**src/hw/rtl/osur_pkg.sv**
```systemverilog
// shared types and constants of the oversampled uart with receive ring
package osur_pkg;

    localparam int unsigned DATA_W      = 8;
    localparam int unsigned BIT_IDX_W   = 4;
    localparam int unsigned QUEUE_DEPTH = 2;

    // frame positions: start bit is 0, data bits 1..8, stop bit 9
    localparam logic [BIT_IDX_W-1:0] FRAME_STOP = 4'd9;
    localparam logic [BIT_IDX_W-1:0] RX_DONE    = 4'd10;

    // opcode values on the input side
    localparam logic [1:0] OPC_TICK  = 2'd0;
    localparam logic [1:0] OPC_WRITE = 2'd1;
    localparam logic [1:0] OPC_READ  = 2'd2;

    typedef enum logic [3:0] {
        CMD_TICK  = 4'b0001,
        CMD_WRITE = 4'b0010,
        CMD_READ  = 4'b0100,
        CMD_NONE  = 4'b1000
    } cmd_kind_t;

    typedef struct packed {
        cmd_kind_t         kind;
        logic              rx_line;
        logic [DATA_W-1:0] tx_byte;
    } cmd_t;

    // packed with tx_line in the lowest bit
    typedef struct packed {
        logic              rx_overflow;
        logic              rx_available;
        logic              read_valid;
        logic [DATA_W-1:0] read_data;
        logic              write_accepted;
        logic              tx_busy;
        logic              tx_line;
    } result_t;

endpackage

```
**src/hw/rtl/osur_front.sv**
```systemverilog
// input register that takes words and decodes the opcode into a command
module osur_front
    import osur_pkg::*;
(
    input  logic         clk,
    input  logic         rst_n,
    input  logic         in_valid,
    output logic         in_ready,
    input  logic [1:0]   in_opcode,
    input  logic         in_rx_line,
    input  logic [7:0]   in_tx_byte,
    output logic         cmd_valid,
    input  logic         cmd_ready,
    output cmd_t         cmd
);

    logic      valid_reg;
    cmd_t      cmd_reg;
    cmd_t      cmd_next;
    cmd_kind_t kind;

    always_comb
    begin
        unique case (in_opcode)
            OPC_TICK:  kind = CMD_TICK;
            OPC_WRITE: kind = CMD_WRITE;
            OPC_READ:  kind = CMD_READ;
            default:   kind = CMD_NONE;
        endcase
        cmd_next.kind    = kind;
        cmd_next.rx_line = in_rx_line;
        cmd_next.tx_byte = in_tx_byte;
    end

    assign in_ready  = !valid_reg || cmd_ready;
    assign cmd_valid = valid_reg;
    assign cmd       = cmd_reg;

    always_ff @(posedge clk or negedge rst_n)
    begin
        if (!rst_n)
        begin
            valid_reg <= 1'b0;
        end
        else if (in_ready)
        begin
            valid_reg <= in_valid;
        end
    end

    always_ff @(posedge clk)
    begin
        if (in_valid && in_ready)
        begin
            cmd_reg <= cmd_next;
        end
    end

endmodule

```
**src/hw/rtl/osur_queue.sv**
```systemverilog
// two-entry command queue between decode and execution
module osur_queue
    import osur_pkg::*;
(
    input  logic clk,
    input  logic rst_n,
    input  logic push_valid,
    output logic push_ready,
    input  cmd_t push_cmd,
    output logic pop_valid,
    input  logic pop_ready,
    output cmd_t pop_cmd
);

    localparam int unsigned PTR_W = $clog2(QUEUE_DEPTH);
    localparam int unsigned CNT_W = $clog2(QUEUE_DEPTH + 1);

    cmd_t             entry_reg [QUEUE_DEPTH];
    logic [PTR_W-1:0] wr_ptr_reg;
    logic [PTR_W-1:0] rd_ptr_reg;
    logic [CNT_W-1:0] count_reg;
    logic [CNT_W-1:0] count_next;
    logic             push;
    logic             pop;

    function automatic logic [PTR_W-1:0] ptr_inc(input logic [PTR_W-1:0] p);
        return (p == PTR_W'(QUEUE_DEPTH - 1)) ? '0 : p + PTR_W'(1);
    endfunction

    assign pop_valid  = (count_reg != '0);
    assign pop        = pop_valid && pop_ready;
    assign push_ready = (count_reg != CNT_W'(QUEUE_DEPTH)) || pop;
    assign push       = push_valid && push_ready;
    assign pop_cmd    = entry_reg[rd_ptr_reg];

    always_comb
    begin
        count_next = count_reg;
        if (push && !pop)
        begin
            count_next = count_reg + CNT_W'(1);
        end
        else if (pop && !push)
        begin
            count_next = count_reg - CNT_W'(1);
        end
    end

    always_ff @(posedge clk or negedge rst_n)
    begin
        if (!rst_n)
        begin
            wr_ptr_reg <= '0;
            rd_ptr_reg <= '0;
            count_reg  <= '0;
        end
        else
        begin
            if (push)
            begin
                wr_ptr_reg <= ptr_inc(wr_ptr_reg);
            end
            if (pop)
            begin
                rd_ptr_reg <= ptr_inc(rd_ptr_reg);
            end
            count_reg <= count_next;
        end
    end

    always_ff @(posedge clk)
    begin
        if (push)
        begin
            entry_reg[wr_ptr_reg] <= push_cmd;
        end
    end

endmodule

```
**src/hw/rtl/osur_back.sv**
```systemverilog
// execution: transmitter, receiver, receive ring and result register
module osur_back
    import osur_pkg::*;
#(
    parameter int unsigned OVERSAMPLE = 4,
    parameter int unsigned RING_DEPTH = 32
)
(
    input  logic    clk,
    input  logic    rst_n,
    input  logic    cmd_valid,
    output logic    cmd_ready,
    input  cmd_t    cmd,
    output logic    res_valid,
    input  logic    res_ready,
    output result_t res
);

    localparam int unsigned CW = $clog2(OVERSAMPLE);
    localparam int unsigned PW = $clog2(RING_DEPTH);
    localparam logic [CW-1:0] TICK_LAST = CW'(OVERSAMPLE - 1);
    localparam logic [CW-1:0] TICK_HALF = CW'(OVERSAMPLE / 2);

    logic [DATA_W-1:0]    tx_shift_reg,  tx_shift_next;
    logic [CW-1:0]        tx_cnt_reg,    tx_cnt_next;
    logic [BIT_IDX_W-1:0] tx_idx_reg,    tx_idx_next;
    logic                 tx_active_reg, tx_active_next;
    logic                 tx_level_reg,  tx_level_next;
    logic [DATA_W-1:0]    rx_shift_reg,  rx_shift_next;
    logic [CW-1:0]        rx_cnt_reg,    rx_cnt_next;
    logic [BIT_IDX_W-1:0] rx_idx_reg,    rx_idx_next;
    logic                 rx_active_reg, rx_active_next;
    logic [PW-1:0]        rd_ptr_reg,    rd_ptr_next;
    logic [PW-1:0]        wr_ptr_reg,    wr_ptr_next;

    logic [DATA_W-1:0]    ring_mem [RING_DEPTH];
    logic [DATA_W-1:0]    rd_data_reg;

    logic                 out_valid_reg;
    result_t              out_reg;
    result_t              out_next;

    logic                 exec;
    logic                 ring_wr;
    logic                 ring_rd;
    logic                 accepted;
    logic                 overflow;
    logic                 popped;

    function automatic logic [PW-1:0] ring_inc(input logic [PW-1:0] p);
        return (p == PW'(RING_DEPTH - 1)) ? '0 : p + PW'(1);
    endfunction

    assign exec      = cmd_valid && (!out_valid_reg || res_ready);
    assign cmd_ready = !out_valid_reg || res_ready;

    always_comb
    begin
        tx_shift_next  = tx_shift_reg;
        tx_cnt_next    = tx_cnt_reg;
        tx_idx_next    = tx_idx_reg;
        tx_active_next = tx_active_reg;
        tx_level_next  = tx_level_reg;
        rx_shift_next  = rx_shift_reg;
        rx_cnt_next    = rx_cnt_reg;
        rx_idx_next    = rx_idx_reg;
        rx_active_next = rx_active_reg;
        rd_ptr_next    = rd_ptr_reg;
        wr_ptr_next    = wr_ptr_reg;
        ring_wr        = 1'b0;
        ring_rd        = 1'b0;
        accepted       = 1'b0;
        overflow       = 1'b0;
        popped         = 1'b0;

        unique case (cmd.kind)
            CMD_TICK:
            begin
                // transmitter
                if (tx_active_reg)
                begin
                    if (tx_cnt_reg != TICK_LAST)
                    begin
                        tx_cnt_next = tx_cnt_reg + CW'(1);
                    end
                    else
                    begin
                        tx_cnt_next = '0;
                        if (tx_idx_reg == '0)
                        begin
                            tx_level_next = 1'b0;
                        end
                        else if (tx_idx_reg < FRAME_STOP)
                        begin
                            tx_level_next = tx_shift_reg[0];
                            tx_shift_next = {1'b0, tx_shift_reg[DATA_W-1:1]};
                        end
                        else
                        begin
                            tx_level_next = 1'b1;
                        end
                        if (tx_idx_reg == FRAME_STOP)
                        begin
                            tx_idx_next    = '0;
                            tx_active_next = 1'b0;
                        end
                        else
                        begin
                            tx_idx_next = tx_idx_reg + BIT_IDX_W'(1);
                        end
                    end
                end

                // receiver
                if (!rx_active_reg)
                begin
                    if (!cmd.rx_line)
                    begin
                        rx_cnt_next    = TICK_HALF;
                        rx_active_next = 1'b1;
                        rx_idx_next    = '0;
                    end
                end
                else if (rx_cnt_reg != TICK_LAST)
                begin
                    rx_cnt_next = rx_cnt_reg + CW'(1);
                end
                else
                begin
                    rx_cnt_next = '0;
                    if (rx_idx_reg == '0)
                    begin
                        if (!cmd.rx_line)
                        begin
                            rx_idx_next   = BIT_IDX_W'(1);
                            rx_shift_next = '0;
                        end
                        else
                        begin
                            rx_active_next = 1'b0;
                        end
                    end
                    else if (rx_idx_reg < FRAME_STOP)
                    begin
                        // lsb first: shift in at the top
                        rx_shift_next = {cmd.rx_line, rx_shift_reg[DATA_W-1:1]};
                        rx_idx_next   = rx_idx_reg + BIT_IDX_W'(1);
                    end
                    else if (rx_idx_reg == FRAME_STOP)
                    begin
                        rx_idx_next = RX_DONE;
                    end
                    else
                    begin
                        rx_active_next = 1'b0;
                        if (ring_inc(wr_ptr_reg) == rd_ptr_reg)
                        begin
                            overflow = 1'b1;
                        end
                        else
                        begin
                            ring_wr     = 1'b1;
                            wr_ptr_next = ring_inc(wr_ptr_reg);
                        end
                    end
                end
            end
            CMD_WRITE:
            begin
                if (!tx_active_reg)
                begin
                    tx_shift_next  = cmd.tx_byte;
                    tx_active_next = 1'b1;
                    accepted       = 1'b1;
                end
            end
            CMD_READ:
            begin
                if (rd_ptr_reg != wr_ptr_reg)
                begin
                    ring_rd     = 1'b1;
                    popped      = 1'b1;
                    rd_ptr_next = ring_inc(rd_ptr_reg);
                end
            end
            default:
            begin
            end
        endcase

        out_next.tx_line        = tx_level_next;
        out_next.tx_busy        = tx_active_next;
        out_next.write_accepted = accepted;
        out_next.read_data      = '0;
        out_next.read_valid     = popped;
        out_next.rx_available   = (rd_ptr_next != wr_ptr_next);
        out_next.rx_overflow    = overflow;
    end

    always_ff @(posedge clk or negedge rst_n)
    begin
        if (!rst_n)
        begin
            tx_shift_reg  <= '0;
            tx_cnt_reg    <= '0;
            tx_idx_reg    <= '0;
            tx_active_reg <= 1'b0;
            tx_level_reg  <= 1'b1;
            rx_shift_reg  <= '0;
            rx_cnt_reg    <= '0;
            rx_idx_reg    <= '0;
            rx_active_reg <= 1'b0;
            rd_ptr_reg    <= '0;
            wr_ptr_reg    <= '0;
            out_valid_reg <= 1'b0;
        end
        else
        begin
            if (exec)
            begin
                tx_shift_reg  <= tx_shift_next;
                tx_cnt_reg    <= tx_cnt_next;
                tx_idx_reg    <= tx_idx_next;
                tx_active_reg <= tx_active_next;
                tx_level_reg  <= tx_level_next;
                rx_shift_reg  <= rx_shift_next;
                rx_cnt_reg    <= rx_cnt_next;
                rx_idx_reg    <= rx_idx_next;
                rx_active_reg <= rx_active_next;
                rd_ptr_reg    <= rd_ptr_next;
                wr_ptr_reg    <= wr_ptr_next;
            end
            if (cmd_ready)
            begin
                out_valid_reg <= cmd_valid;
            end
        end
    end

    always_ff @(posedge clk)
    begin
        if (exec)
        begin
            out_reg <= out_next;
        end
    end

    // ring memory: one write port, one registered read port
    always_ff @(posedge clk)
    begin
        if (exec && ring_wr)
        begin
            ring_mem[wr_ptr_reg] <= rx_shift_reg;
        end
        if (exec && ring_rd)
        begin
            rd_data_reg <= ring_mem[rd_ptr_reg];
        end
    end

    assign res_valid = out_valid_reg;

    always_comb
    begin
        res           = out_reg;
        res.read_data = out_reg.read_valid ? rd_data_reg : '0;
    end

endmodule

```
**src/hw/rtl/oversampled_uart_with_rx_ring_unit.sv**
```systemverilog
// top level of the oversampled 8n1 uart with receive ring
// Full-duplex 8N1 UART driven by command words: a tick (one period of a clock at
// OVERSAMPLE times the bit rate, carrying the sampled receive pin), a transmit
// write, or a read of the receive ring. Every command word returns exactly one
// status word. Sustained rate is one word per clock while the output is not
// stalled. A command word passes the input register, the command queue and the
// execution register before its status word is driven on the output. The
// execution register is loaded by the execute step, which updates the
// transmitter, receiver and ring pointers together and issues the ring's one
// registered read. The receive ring keeps RING_DEPTH-1 bytes at most; a byte
// that arrives with the ring full is dropped and reported as an overflow. The
// transmitter ignores a write while busy. A failed start bit returns the
// receiver to idle; the stop bit is not checked. The ring needs no clearing
// after reset, so words are taken from the first clock after reset.
module oversampled_uart_with_rx_ring_unit
    import osur_pkg::*;
#(
    parameter int unsigned OVERSAMPLE = 4,
    parameter int unsigned RING_DEPTH = 32
)
(
    input  logic        clk,
    input  logic        rst_n,
    input  logic        s_axis_tvalid,
    output logic        s_axis_tready,
    // [0] rx_line, [8:1] tx_byte, [15:9] zero
    input  logic [15:0] s_axis_tdata,
    // [1:0] opcode
    input  logic [1:0]  s_axis_tuser,
    output logic        m_axis_tvalid,
    input  logic        m_axis_tready,
    // [0] tx_line, [1] tx_busy, [2] write_accepted, [10:3] read_data,
    // [11] read_valid, [12] rx_available, [13] rx_overflow, [15:14] zero
    output logic [15:0] m_axis_tdata
);

    // front to queue
    logic    dec_valid;
    logic    dec_ready;
    cmd_t    dec_cmd;

    // queue to back
    logic    exe_valid;
    logic    exe_ready;
    cmd_t    exe_cmd;

    result_t result;

    // decode stage: registers the word and turns the opcode into a command kind
    osur_front u_front
    (
        .clk        (clk),
        .rst_n      (rst_n),
        .in_valid   (s_axis_tvalid),
        .in_ready   (s_axis_tready),
        .in_opcode  (s_axis_tuser),
        .in_rx_line (s_axis_tdata[0]),
        .in_tx_byte (s_axis_tdata[8:1]),
        .cmd_valid  (dec_valid),
        .cmd_ready  (dec_ready),
        .cmd        (dec_cmd)
    );

    // short queue so decode keeps taking words while the result side stalls, until it is full
    osur_queue u_queue
    (
        .clk        (clk),
        .rst_n      (rst_n),
        .push_valid (dec_valid),
        .push_ready (dec_ready),
        .push_cmd   (dec_cmd),
        .pop_valid  (exe_valid),
        .pop_ready  (exe_ready),
        .pop_cmd    (exe_cmd)
    );

    // execution: uart state, ring memory and the output register
    osur_back #(
        .OVERSAMPLE (OVERSAMPLE),
        .RING_DEPTH (RING_DEPTH)
    ) u_back
    (
        .clk        (clk),
        .rst_n      (rst_n),
        .cmd_valid  (exe_valid),
        .cmd_ready  (exe_ready),
        .cmd        (exe_cmd),
        .res_valid  (m_axis_tvalid),
        .res_ready  (m_axis_tready),
        .res        (result)
    );

    // status word padded to two bytes
    assign m_axis_tdata = {2'b00, result};

endmodule
```
**config.mk**
```make
export PLATFORM = sky130hd
export DESIGN_NAME = oversampled_uart_with_rx_ring_unit
export DESIGN_NICKNAME = d
export VERILOG_FILES = /design/src/hw/rtl/osur_pkg.sv /design/src/hw/rtl/osur_front.sv /design/src/hw/rtl/osur_queue.sv /design/src/hw/rtl/osur_back.sv /design/src/hw/rtl/oversampled_uart_with_rx_ring_unit.sv
export SDC_FILE = /design/constraint.sdc
export NUM_CORES = 1
export LEC_CHECK = 0
export CAP_MARGIN = 20
export CORE_AREA = 5 5 221 180
export DETAILED_ROUTE_END_ITERATION = 8
export DIE_AREA = 0 0 226 185
export DONT_BUFFER_PORTS = 1
export SYNTH_ARGS = -nofsm -noshare
export SYNTH_HDL_FRONTEND = slang
export SYNTH_HIERARCHICAL = 1
export SYNTH_SLANG_ARGS = --single-unit
export TNS_END_PERCENT = 30
```
**constraint.sdc**
```tcl
create_clock -name clk -period 3.8 [get_ports clk]
set_clock_uncertainty 0.1 [all_clocks]
set_input_delay 0.95 -clock clk [delete_from_list [all_inputs] [get_ports clk]]
set_output_delay 0.95 -clock clk [all_outputs]
set_load 0.05 [all_outputs]
```
Word-level counts from Yosys, hierarchy flattened
Memory sizes are Yosys's and may differ from the RTL's. A register that Yosys moved wholly into a read port is not among the register bits.
Cells that the tools add are included.
Storage, ports and cells
  flip-flop bits (word level): 66
  RAM bits: 282
  output and inout port bits: 18
  logic and storage cells: 164
  memories kept: 2
Memories
  u_back.ring_mem: words 32, bits a word 8, read ports 1, clocked after memory_dff 1, wr ports 1, RTL line osur_back.sv:36  | logic [DATA_W-1:0] ring_mem [RING_DEPTH];
  u_queue.entry_reg: words 2, bits a word 13, read ports 1, clocked after memory_dff 0, wr ports 1, RTL line osur_queue.sv:18  | cmd_t entry_reg [QUEUE_DEPTH];
Cells by class
  $add $sub $neg: 10
  order comparisons: 2
  equal/unequal tests: 24
  mux-type cells: 68
  bitwise gates (word level): 4
  reduce and logical (&&, ||, !) cells: 29
Operators by type and width (number)
  $mux 8: 9
  $mux 5: 11
  $mux 4: 8
  $mux 1: 31
  $ne 2x2->1 const B: 9
  $pmux 8 s2: 1
  $mux 2: 6
  $pmux 4 s3: 1
  $reduce_and 6->1: 2
  $add 5x1->5 const B: 2
  $eq 5x5->1 const B: 2
  $ne 5x5->1: 2
  $add 4x1->4 const B: 2
  $eq 4x4->1 const B: 2
  $logic_not 4->1: 2
  $lt 4x4->1 const B: 2
  $reduce_bool 2->1: 4
  $logic_and 1x1->1: 7
  $reduce_and 7->1: 1
  $add 2x1->2 const B: 3
  $reduce_and 3->1: 2
  $reduce_or 6->1: 1
  $eq 5x5->1: 1
  $eq 4x1->1 const B: 1
  other kinds (15): 25

Logic depth before layout (Yosys ltp)
  depth in word-level cells: 13
  gate-level depth with buffers: 13

Hierarchy
Netlist, hierarchy kept.
Modules (own cells, without submodules)
  osur_back: times used 1, cells each 724, area each 13043.8 um2, sequential area each 9160.0 um2
  osur_queue: times used 1, cells each 58, area each 1141.1 um2, sequential area each 880.8 um2
  osur_front: times used 1, cells each 21, area each 466.7 um2, sequential area each 415.4 um2
  oversampled_uart_with_rx_ring_unit: times used 1, cells each 3, area each 18.8 um2, sequential area each 0.0 um2

Worst setup path before layout
No wires, ideal clock.
  path type: reg2reg
  from: reg u_back.wr_ptr_reg[2]
  to: mem u_back.ring_mem[10][0], enable pin
  setup time: 0.370 ns
  arrival: 2.847 ns
  required time: 3.330 ns
  path slack: 0.483 ns
  cell stages (with the launch flop): 14
  path through: dfrtp_1 -> clkbuf_1 -> and3_1 -> ha_1 -> buf_1 -> nor2b_1 -> mux2_4 -> xor2_1 -> o21a_1 -> buf_6 -> and2_4 -> buf_6 -> nand2_2 -> nor2_1
On the way
  word-level cells in the longest chain between the ends: 13
  elaborated cells on any way between the ends: 14
  those cells by class: add/sub: 1; eq/ne: 2; mux: 10; reduce/logical: 1
RTL lines
  start, declared: RTL line osur_back.sv:34  | logic [PW-1:0] wr_ptr_reg, wr_ptr_next;
  start signal, assigned: RTL line osur_back.sv:231  | wr_ptr_reg <= wr_ptr_next;
  $add 5x1->5 / $eq 5x5->1 (equally long branches): RTL line osur_back.sv:51  | return (p == PW'(RING_DEPTH - 1)) ? '0 : p + PW'(1);
  $mux 5: RTL line osur_back.sv:51
  $eq 5x5->1: RTL line osur_back.sv:156  | if (ring_inc(wr_ptr_reg) == rd_ptr_reg)
  $mux 1: RTL line osur_back.sv:156
  $mux 1: RTL line osur_back.sv:149  | else if (rx_idx_reg == FRAME_STOP)
  $mux 1: RTL line osur_back.sv:143  | else if (rx_idx_reg < FRAME_STOP)
  $mux 1: RTL line osur_back.sv:131  | if (rx_idx_reg == '0)
  $mux 1: RTL line osur_back.sv:124  | else if (rx_cnt_reg != TICK_LAST)
  $mux 1: RTL line osur_back.sv:115  | if (!rx_active_reg)
  $mux 1: RTL line osur_back.sv:76  | unique case (cmd.kind)
  $logic_and 1x1->1: RTL line osur_back.sv:251  | if (exec && ring_wr)
  $mux 1: RTL line osur_back.sv:251
  $mux 1 (not written as such): RTL line osur_back.sv:253  | ring_mem[wr_ptr_reg] <= rx_shift_reg;
  end, declared: RTL line osur_back.sv:36
Several ways; a longest one is shown, not always the timed one.

==> flow_summary.toml <==
[status]
status = "finished clean"

[logic_synthesis]
ys_top_cells_by_area = "edfxtp_1, mux4_2, dfrtp_1"
synth_xor_area_share_pct = 1.19
synth_compound_area_share_pct = 2.58
synth_top_family_by_area = "multiplexers"
yosys_warnings = 6
yosysUniqueCellTypes = 56
yosysTopAreaCell = "edfxtp_1"
ys_seq_area_share_pct = 71.3
synth_cells = 806
synth_ff_type = "edfxtp_1"
synth_area_mm2 = 0.0147
synthAdderAreaFrac_pct = 1.26
yosys.area_share.simple_pct = 6.24
synth.ff_latch_count = 356
synth_top_area_share_pct = 63.2
synth_enable_flop_cells = 309
synthArstFlopShare_pct = 13.2
muxShareOfSynthArea_pct = 15.7
avgSynthCellArea_um2 = 18.2

[grt]
grt_first_pass_wirelength_mm = 45.2
grtUsageTotal_pct = 14.3
grt_max_degree = 72
grt_overflow = 0
grt_pass1_vias = 7057
antenna_found_initial = 0

[setup_path]
startpoint_type = "flip-flop"
cp_top_family = "simple AND/OR/NAND/NOR gates"
setup.worst_path.start = "u_queue/rd_ptr_reg"
rr_endpoint = "u_back/ring_mem[4][4]"
ff2ff_setup_slack_ps = 240
rr_worst_depth = 7
critPathSlowestCell = "nor2_1"
crit_type = "reg2reg"
rr_startpoint = "u_queue/rd_ptr_reg"
cp.arrival_ps = 3600
end_kind = "flip-flop"
critical_path.max_fanout = 13
crit_required_ps = 3840
worst_path_largest_cell_delay_ps = 780
path_cells = "mux2_2 -> nor4b_2 -> and3_1 -> o21a_1 -> and2_4 -> nand2_2 -> nor2_1"
critPathBufInv = 0

[sta]
relSlewSlack_pct = 39.4
post-route-period-util_pct = 93.6
drv_slew = 0
tightest_slew_ps = 905
min_period_ps = 3560
hold_viol = 0
max_freq_mhz = 281
tns_ps = 0
rsz0062_at_grt = "false"
setup_viol = 0

[drt]
drt_pre_antenna_iters = 4
drt-total-wl_mm = 29.8
via_per_inst = 5.24
drcViolationCount = 0
wl_per_cell_um = 21.9
vias = 7134
drt-initial-drc-count = 557
ant_nets = 0

[layout]
final_common_cell = "edfxtp_1"
multiInputGateArea_mm2 = 0.00397
num-fill-cells = 3212
final_cells = 1362
nets = 875
syn_to_final_growth_pct = 13.6
largest_reg_flops = 256
mostFrequentLayoutCells = "edfxtp_1, mux4_2, nor2_1"
drive_gt1_share_pct = 24.6
seq_area_mm2 = 0.0105
fin_area_mm2 = 0.0167

[clock_network]
path_clk_slew_ps = 60
cts_resized = 0
cts_setup_buffers = 0
tritoncts = "yes"
cts_root_buffer = "clkbuf_16"
cts_max_level = 2
cts_sinks = 356
clk_latency_ps = 520
numCtsBuffers = 38
cts.path.max_buffers = 3
hold_buffers = 0

[placed_design]
placed_area_mm2 = 0.0153
dp.cells = 1286
io_buffer_count = 0
detailed_place_hpwl_mm = 18.2
place_congestion = 0.773

[die]
start_util_pct = 39.1
dieArea_mm2 = 0.0418
rows = 64
num_io_pins = 40
die_h_um = 185
coreArea_mm2 = 0.0376
die_width_um = 226

[flow_run]
max_cap_viol_count = 0

[power_and_ir_drop]
ir_drop_mv = 0.808
p_total_mw = 11.8
pwr_density_cell_mw_per_mm2 = 708
p_leak_nw = 5.27

[hold_path]
hold_path_class = "in2async"
-- through the flow --
step	hold WS [ps]	worst slack, ps	util, %
2_1_floorplan	321	483	-
3_3_place_gp	324	400	40.8
3_5_place_dp	333	299	40.8
4_1_cts	4.27	288	43.8
5_1_grt	3.02	71.0	44.4
6_report	23.8	244	44.4
-- worst reg2reg max path, cell delays in order, from the launching register on --
cell     delay (ps)
dfrtp_1         610
mux2_2          440
nor4b_2         340
and3_1          250
o21a_1          150
and2_4          240
nand2_2         260
nor2_1          780
-- Yosys cell counts (all sizes together), types with 3 or more instances --
master	instances
edfxtp	309
mux4	80
nor2	48
dfrtp	46
nand2	37
mux2	33
o21ai	27
buf	25
nand3	17
clkbuf	16
inv	16
and2	14
ha	14
mux2i	12
xnor2	12
a21oi	9
xor2	8
and3	7
nor2b	7
nand2b	6
nand4	6
nor3	6
or3	6
a21o	4
nor4b	4
o211ai	4
o22a	4
or3b	4
a22o	3
nand3b	3
-- worst max-delay path by stage --
| stage | to | slack, ps | cells past startpoint |
|---|---|---|---|
| CTS | u_back/ring_mem[4][4] | 290 | 7 |
| global placement | u_back/ring_mem[10][5] | 400 | 9 |
| detailed placement | u_back/ring_mem[4][5] | 300 | 7 |
| global route | u_back/ring_mem[4][4] | 70 | 7 |
| finish | u_back/ring_mem[4][4] | 240 | 7 |
| floorplan | u_back/ring_mem[10][0] | 480 | 13 |
-- kinds of logic after synthesis --
| group | count (synthesis) |
|---|---|
| buffers and inverters | 57 |
| muxes | 125 |
| AOI/OAI and AO/OA | 60 |
| DFF | 356 |
| adders and majority gates | 15 |
| and+or+nand+nor | 172 |
| xor gates and xnor gates | 20 |
| other | 1 |
-- area by class of cell --
type | count | area share, %
sequential | 356 | 62.8
multi-input combinational | 394 | 23.8
clock buffer | 56 | 6.30
tap | 495 | 3.72
timing repair buffer | 33 | 2.52
clock inverter | 11 | 0.555
inverter | 16 | 0.360
antenna | 1 | 0.0150
-- layer usage --
layer  track usage [%]  vias to the layer above  wire length [um]
met5                 0                        -                 0
met4              3.51                        0               536
met3              2.25                       42              1830
met2              20.2                      178             12700
met1              23.3                     3673             14700
li1                  -                     3241                 -
-- power breakdown --
group	switching [mW]	internal (mW)	total, mW
sequential	0.410	4.95	5.36
clock	1.40	1.99	3.39
combinational	1.66	1.39	3.05
total	3.47	8.33	11.8
No activity file was read; power rests on OpenSTA's default activity.
